$ cat src/rtl/bpp_pkg.sv
`timescale 1ns / 1ps
// ----------------------------------------------------------------------------
// bpp_pkg: shared definitions for the bitplane to palette pixel converter
// Opcodes, default palette colors, the pixel cell record and color helpers.
// ----------------------------------------------------------------------------
package bpp_pkg;

    // tuser opcodes
    localparam logic [1:0] OP_WR_RGB24 = 2'd0;
    localparam logic [1:0] OP_WR_RGB4  = 2'd1;
    localparam logic [1:0] OP_CONVERT  = 2'd2;

    localparam int PIXELS           = 8;
    localparam int PLANES           = 8;
    localparam int MAX_PLANES       = 8;
    localparam int PALETTE_ENTRIES  = 256;
    localparam logic [3:0] ACTIVE_PLANES_RST = 4'd4;

    localparam logic [7:0]  ALPHA_OPAQUE = 8'hFF;

    // fixed colors of the first four entries after reset
    localparam logic [23:0] DFLT_COLOR0 = 24'h9999BB;
    localparam logic [23:0] DFLT_COLOR1 = 24'h000000;
    localparam logic [23:0] DFLT_COLOR2 = 24'hFFFFFF;
    localparam logic [23:0] DFLT_COLOR3 = 24'h0055AA;

    // one pixel slot in the shift chain
    typedef struct packed {
        logic       vld;
        logic       last;
        logic [7:0] idx;
    } cell_t;

    // 0xRGB -> 0xRRGGBB, each nibble times 17
    function automatic logic [23:0] rgb4_expand(input logic [11:0] rgb4);
        return {rgb4[11:8], rgb4[11:8], rgb4[7:4], rgb4[7:4], rgb4[3:0], rgb4[3:0]};
    endfunction

endpackage

$ cat src/rtl/bpp_cell.sv
`timescale 1ns / 1ps
// ----------------------------------------------------------------------------
// bpp_cell: one pixel slot of the output shift chain
// Loads its plane-bit column on a new group, else on shift takes its neighbor.
// ----------------------------------------------------------------------------
module bpp_cell (
    input  logic           clk,
    input  logic           rst_n,
    input  logic           load,
    input  logic           shift,
    input  logic [7:0]     col_bits,   // bit p = plane p at this column
    input  logic [7:0]     plane_mask, // planes that count toward the index
    input  logic           load_last,
    input  bpp_pkg::cell_t nbr,
    output bpp_pkg::cell_t q
);

    bpp_pkg::cell_t cell_reg;
    bpp_pkg::cell_t cell_next;

    always_comb
    begin
        cell_next = cell_reg;
        if (load)
        begin
            cell_next.vld  = 1'b1;
            cell_next.last = load_last;
            cell_next.idx  = col_bits & plane_mask;
        end
        else if (shift)
        begin
            cell_next = nbr;
        end
    end

    always_ff @(posedge clk or negedge rst_n)
    begin
        if (!rst_n)
        begin
            cell_reg <= '0;
        end
        else
        begin
            cell_reg <= cell_next;
        end
    end

    assign q = cell_reg;

endmodule

$ cat config.mk
export PLATFORM = sky130hd
export DESIGN_NAME = bpp_cell
export DESIGN_NICKNAME = d
export VERILOG_FILES = /design/src/rtl/bpp_pkg.sv /design/src/rtl/bpp_cell.sv
export SDC_FILE = /design/constraint.sdc
export NUM_CORES = 1
export LEC_CHECK = 0
export BUFFER_PORTS_ARGS = -buffer_cell sky130_fd_sc_hd__buf_2
export CAP_MARGIN = 0
export CORE_MARGIN = 2
export CORE_UTILIZATION = 27
export DETAILED_ROUTE_END_ITERATION = 7
export SYNTH_ARGS = -nofsm -noshare
export SYNTH_HDL_FRONTEND = slang
export SYNTH_SLANG_ARGS = --single-unit
$ cat constraint.sdc
create_clock -name clk -period 1.1 [get_ports clk]
set_input_delay 0.055 -clock clk [delete_from_list [all_inputs] [get_ports clk]]
set_output_delay 0.055 -clock clk [all_outputs]
set_load 0.01 [all_outputs]
Word level (Yosys, flattened, before mapping)
Cells that the tools add are included.
{"block": "totals", "wordCells": 7, "ff_bits": 10, "inputBits": 31}
{"block": "op_classes", "muxes": 2, "bitwise": 1, "n_reduce_logical": 1}
{"cell": "2-to-1 mux 10 bit", "n": 2}
{"cell": "bitwise AND 8 bit", "n": 1}
{"cell": "nonzero test 2 bit", "n": 1}

Logic depth before layout (Yosys ltp)
Gate-level depths: netlist (run 1).
{"block": "depth", "word_depth": 2, "ltp_mapped": 4}

Least setup slack after synthesis (run 1)
OpenSTA, ideal clock, no wires.
{"block": "synth_path", "path_kind": "reg-to-reg", "start": "register q[9] (netlist name)", "end": "register cell_reg, in the netlist q[9]", "stages_incl_launch_ff": 3, "arrival_time_ns": 0.804, "setup_time_ns": 0.124, "period_less_slack_ns": 0.928, "path_slack_ns": 0.172, "path_cell_list": "dfrtp_1 nor2b_1 a211o_2"}
{"element": "to (signal assigned)", "line_no": "bpp_cell.sv:44", "source": "cell_reg <= cell_next;"}
{"element": "to (decl)", "line_no": "bpp_cell.sv:18", "source": "bpp_pkg::cell_t cell_reg;"}

==> flow_summary.yaml, run 1 <==
logic_synthesis:
  syn_avg_cell_area_um2: 11.3
  post_synthesis_net_count: 73
  synth.yosys.seq_area_share_pct: 52.9
  yosysWarnings: 0
  netlist_area_um2: 473
  number_of_distinct_standard_cells_referenced_by_the_synthesized_netlist: 9
  post_synth_inst_count: 42
  ys_ff_latch: 10
setup_path:
  ff2ff_setup_slack_ns: 0.18
  data_arrival_time_of_the_worst_path_ns: 1.05
  reg2reg_from: "q[9]"
  worstReg2RegEnd: "q[9]"
  startpoint_type: "register"
  crit_start: "q[9]"
  critPathCaptureType: "register"
  required_time_at_the_worst_slack_endpoint_ns: 1.23
  critical_path_class: "reg -> reg"
  cp_max_fo: 2
  reg2regPathDepth: 2
timing:
  final_hold_viol_count: 0
  number_of_max_slew_violations_in_the_final_report: 0
  totalNegativeSetupSlack_ns: 0
  skew_ns: 0
  timing.final.ws_setup_ns: 0.180
  max_clock_freq_mhz: 1090
  timing_worst_slew_pin_value_ns: 0.318
  setup_viol: 0
  worst_slew_margin_rel_pct: 78.8
  rsz0062_at_grt: "no"
  post-route-period-util_pct: 83.6
  layout_min_cycle_time_ns: 0.920
grt:
  groute.layer.met2.usage_pct: 17.5
  global_route.usage.met1_pct: 13.1
  via_count_of_the_first_global_routing_pass: 427
  gr-usage-met3_pct: 4.76
  grt_start_max_net_pins: 20
  grt_first_pass_wirelength_mm: 1.65
  antenna_found_initial: 0
  grt_usage_pct: 10.9
  grt_most_used_layer: "met2"
  grt-ovfl-total: 0
cells_and_area:
  final_net_count: 116
  commonest_cells_after_routing_fill_and_taps_aside: "buf_2, dfrtp_1, mux2i_1, o21ai_1, nand3_1"
  layout_commonest_cell: "buf_2"
  final_layout_size_suffix_gt1_share_pct: 53.0
  n_fill_cell: 193
  antenna_cells_inserted: 0
  areaGrowthSynthToFinish_pct: 47.9
  stdcell_area_um2: 699
  largest_register_ff_count: 10
floorplanning:
  die_h_um: 45.9
  row_count: 15
  placeableCoreArea_mm2: 0.00169
  dieArea_mm2: 0.00210
  start_util_pct: 28.0
  floorplan.die.width_um: 45.9
  floorplan.io_pins: 41
drt:
  final_antenna_net_count: 0
  routed_via_density: 4.68
  routed-via-count: 468
  dr.first_iter.drc_count: 7
  routedWlPerCell_um: 10.5
  detailedRoute.firstPassIterationCount: 4
  final_routed_drc_violation_total: 0
  detail_route.wirelength_mm: 1.05
cts:
  tritoncts: "yes"
  cts_root_buf: "clkbuf_4"
  post-cts-setup-buffer-count: 0
  cts.path.max_buffers: 2
  cts_repair_resize_count: 0
  clock_sinks: 10
  cts_inserted_buffers: 3
  clock_latency_ns: 0.25
  htree_levels: 1
  hold_buffers: 1
  cts_clock_pin_slew_for_the_worst_setup_and_hold_paths_ns: 0.06
min_path:
  holdPathStages: 3
  min_to: "q[8]"
  hold_class: "in -> reg"
  hold_path.startpoint: "load_last"
place:
  dpl_worst_slack_ns: 0.189
  place.gp.congestion: 0.675
  numPortBuffers: 40
  postPlaceCellArea_um2: 667
power_and_ir_drop:
  power.leakage_nw: 0.386
  p_per_area_mw_per_mm2: 1170
  ir_drop_uv: 517
run:
  cap_viol_max_count: 0
status:
  status: "completed"
how the worst max path moves through the flow:
| stage | endpoint | slack, ns | cells past startpoint |
|---|---|---|---|
| 2_1_floorplan | q[9] | 0.17 | 2 |
| 3_3_place_gp | q[9] | 0.21 | 2 |
| 3_5_place_dp | q[9] | 0.19 | 2 |
| 4_1_cts | q[9] | 0.18 | 2 |
| 5_1_grt | q[9] | 0.14 | 2 |
| 6_report | q[9] | 0.18 | 2 |
metal layers:
layer  wire length, µm  part of all wire, %
met5                 0                    0
met2               502                   48
met4                 0                    0
met1               449                   43
met3                95                  9.1
logic make-up (layout without fill, tap and decap cells):
kind of cell | count (synthesis) | after routing | share of synthesized area [%]
flops | 10 | 10 | 52.9
simple gates | 10 | 10 | 10.6
compound gates | 10 | 10 | 11.6
mux | 9 | 9 | 19.0
buf+inv | 3 | 44 | 5.82
worst max-delay path, stage by stage (launching register included):
cell and delay, ns:
dfrtp_1 0.37, nor2b_1 0.13, a211o_2 0.31
synthesized netlist by cell type (all sizes together):
cell   instances  area share, %
nand3          8            8.5
buf            3            5.8
a211o          1            2.1
dfrtp         10             53
nand2          1           0.79
o21ai          9            9.5
mux2i          9             19
nor2b          1            1.3
area by class of cell:
type | instances | area (µm²) | share of cell area, %
Timing Repair Buffer | 41 | 210 | 30.1
Clock buffer | 3 | 22.5 | 3.22
Multi-Input combinational cell | 29 | 195 | 27.9
Sequential cell | 10 | 250 | 35.8
Tap cell | 17 | 21.3 | 3.04
power breakdown:
group / leakage (nW) / internal, mW / switching (mW)
clock: 0.0138 / 0.125 / 0.103
combinational: 0.249 / 0.0936 / 0.0843
sequential: 0.123 / 0.400 / 0.0143
total: 0.386 / 0.619 / 0.202
metrics by stage:
step                utilization [%]  hold WS, ns  cells  total power [mW]
floorplan                         -       -0.241     42             0.509
global placement               39.5      -0.0734     96             0.597
detailed placement             39.5      -0.0731     96             0.602
CTS                            41.4       0.0194    100             0.838
global route                   41.4       0.0184    100             0.892
finish                         41.4       0.0177    100             0.821
Note: power is estimated with default switching activity, not from simulation.
==> inputs of run 2 (changes only) <==
--- a/config.mk
+++ b/config.mk
@@ -5,6 +5,7 @@
 export SDC_FILE = /design/constraint.sdc
 export NUM_CORES = 1
 export LEC_CHECK = 0
+export ABC_AREA = 1
 export BUFFER_PORTS_ARGS = -buffer_cell sky130_fd_sc_hd__buf_2
 export CAP_MARGIN = 0
 export CORE_MARGIN = 2
==> constraint.sdc (replaced) <==
create_clock -name clk -period 0.8 [get_ports clk]
set_input_delay 0.04 -clock clk [delete_from_list [all_inputs] [get_ports clk]]
set_output_delay 0.04 -clock clk [all_outputs]
set_load 0.01 [all_outputs]
==> run 2 against run 1 <==
Effect of this change: the flow now finishes with violations (setup timing); critical path type is now reg -> out; largest power group unchanged; count of clock-buffer cells in the layout increased by 1; non-clock buffer count increased by 8; die area decreased by 1.7%.
==> flow_summary.yaml, run 2 <==
drt:
  routed-via-count: 530
  final_antenna_net_count: 0
  detailedRoute.firstPassIterationCount: 3
  routed_via_density: 4.42
  detail_route.wirelength_mm: 1.39
  final_routed_drc_violation_total: 0
  dr.first_iter.drc_count: 2
  routedWlPerCell_um: 11.6
logic_synthesis:
  synthArstFlopShare_pct: 100
  post_synthesis_net_count: 84
  post_synth_inst_count: 53
  syn_avg_cell_area_um2: 8.76
  ys_ff_latch: 10
  synthXorXnorAreaFrac_pct: 0
  post_synth_fa_ha_maj_area_fraction_pct: 0
  dominant_cell_by_count_in_the_synthesized_netlist: "nand3_1"
  number_of_distinct_standard_cells_referenced_by_the_synthesized_netlist: 8
  synth.yosys.seq_area_share_pct: 53.9
  synth-main-ff-cell: "dfrtp_1"
  synth_edf_count: 0
  area_share_of_the_largest_cell_type_after_synthesis_pct: 53.9
  netlist_area_um2: 464
  synth_mux_area_share_pct: 0
  combinational_family_with_the_most_area_after_synthesis: "simple AND/OR/NAND/NOR gates"
  netlist_top_cells_count: "nand3_1, nand2_1, dfrtp_1"
  synth_area_leader_cell: "dfrtp_1"
  synth_compound_area_share_pct: 1.08
  top_cells_by_area_in_the_synthesized_netlist: "dfrtp_1, nand3_1, nand2_1"
  synth_simple_gate_area_share_pct: 40.2
  yosysWarnings: 0
cts:
  cts.path.max_buffers: 2
  htree_levels: 1
  clock_sinks: 10
  cts_clock_pin_slew_for_the_worst_setup_and_hold_paths_ns: 0.07
  cts_inserted_buffers: 3
  clock_latency_ns: 0.26
  cts_repair_resize_count: 0
  cts_root_buf: "clkbuf_4"
  tritoncts: "yes"
place:
  numPortBuffers: 40
  place.gp.congestion: 0.636
  place.detailed.hpwl_um: 1000
  postPlaceCellArea_um2: 666
  dpl_worst_slack_ns: 0.0679
  dpl.cell_count: 107
power_and_ir_drop:
  ir_drop_uv: 620
  power.leakage_nw: 0.435
  report.power.total_mw: 1.32
  p_per_area_mw_per_mm2: 1700
status:
  failed_checks: "setup timing"
  status: "finished with violations"
setup_path:
  critical_path.top_delay_family: "flip-flops"
  critPathCaptureType: "output port"
  cp_max_fo: 2
  buffers_inverters_on_critical_path: 1
  data_arrival_time_of_the_worst_path_ns: 0.79
  critical_path_class: "reg -> out"
  startpoint_type: "register"
  crit_chain: "buf_2"
  max_stage_delay_ns: 0.38
  slowest_stage: "dfrtp_1"
  required_time_at_the_worst_slack_endpoint_ns: 0.76
timing:
  final_hold_viol_count: 0
  skew_ns: 0
  hold_ws_ns: 0.0121
  timing.final.ws_setup_ns: -0.0263
  timing_worst_slew_pin_value_ns: 0.266
  max_clock_freq_mhz: 1210
  worst_slew_margin_rel_pct: 82.3
  layout_min_cycle_time_ns: 0.826
  post-route-period-util_pct: 103
  number_of_max_slew_violations_in_the_final_report: 0
  rsz0062_at_grt: "yes"
  setup_viol: 10
min_path:
  hold_class: "in -> reg"
cells_and_area:
  areaGrowthSynthToFinish_pct: 67.4
  layout_commonest_cell: "buf_2"
  layoutNonFillerInstCount: 120
  final_net_count: 136
  antenna_cells_inserted: 0
  n_fill_cell: 162
  final_layout_size_suffix_gt1_share_pct: 50.0
  largest_register_ff_count: 10
  area_occupied_by_multi_input_gates_um2: 191
  stdcell_area_um2: 777
  commonest_cells_after_routing_fill_and_taps_aside: "buf_2, nand3_1, nand2_1"
  layout.area.seq_um2: 250
run:
  cap_viol_max_count: 0
floorplanning:
  row_count: 14
  dieArea_mm2: 0.00207
  floorplan.die.width_um: 45.5
  floorplan.io_pins: 41
  start_util_pct: 29.8
  placeableCoreArea_mm2: 0.00156
  die_h_um: 45.5
grt:
  antenna_found_initial: 0
  grt_usage_pct: 14.1
  grt_start_max_net_pins: 13
  via_count_of_the_first_global_routing_pass: 470
  grt_first_pass_wirelength_mm: 2.01
  grt-ovfl-total: 0
==> run 2: cell count changes after synthesis, sizes merged, moves of 9 or more <==
cell and delta:
nand3 +18, nand2 +11, mux2i -9, o21ai -9
==> run 2: per-stage QoR <==
| stage | util, % | setup TNS [ns] |
|---|---|---|
| 2_1_floorplan | - | 0 |
| 3_3_place_gp | 42.7 | 0 |
| 3_5_place_dp | 42.7 | 0 |
| 4_1_cts | 48.9 | -0.339 |
| 5_1_grt | 49.8 | -0.575 |
| 6_report | 49.8 | -0.200 |
==> run 2: what timing repair did <==
item                       CTS  global route
setup endpoints to repair   10            10
buffers inserted             4             2
hold buffers                 3             0
hold endpoints to repair    12             0
==> run 2: metal layers <==
metal | global-route usage [%] | vias to the layer above | part of all wire (%)
met5 | 0 | - | 0
met4 | 10.6 | 0 | 1.4
met1 | 17.8 | 213 | 46
met2 | 19.7 | 26 | 44
met3 | 4.37 | 2 | 9.0
li1 | - | 289 | -
==> run 2: layout make-up <==
cell class / instances / share of cell area, %
Tap cell: 16 / 2.58
Sequential cell: 10 / 32.2
Timing Repair Buffer: 49 / 35.4
Multi-Input combinational cell: 40 / 24.6
Clock buffer: 4 / 4.67
Inverter: 1 / 0.483
==> run 2: cell families after synthesis <==
logic type,count (synthesis)
AOI/OAI and AO/OA,1
buffers and inverters,3
DFF,10
and+or+nand+nor,39
==> run 2: report_power, final <==
part / switching (mW) / internal, mW / total (mW)
Sequential: 0.0202 / 0.550 / 0.570
Clock: 0.190 / 0.276 / 0.466
Combinational: 0.133 / 0.152 / 0.285
Total: 0.343 / 0.978 / 1.32
==> run 2: worst paths after layout <==
kind	slack, ns	startpoint	endpoint	cells past startpoint
worst max-delay path	-0.03	q[3]	q[3]	1
worst min-delay path	0.01	plane_mask[1]	q[1]	3
worst max register to register	0.06	q[0]	q[0]	3
worst min register to register	0.48	q[4]	q[4]	2
max in group asynchronous	0.45	rst_n	q[6]	2
min in group asynchronous	0.16	rst_n	q[7]	2
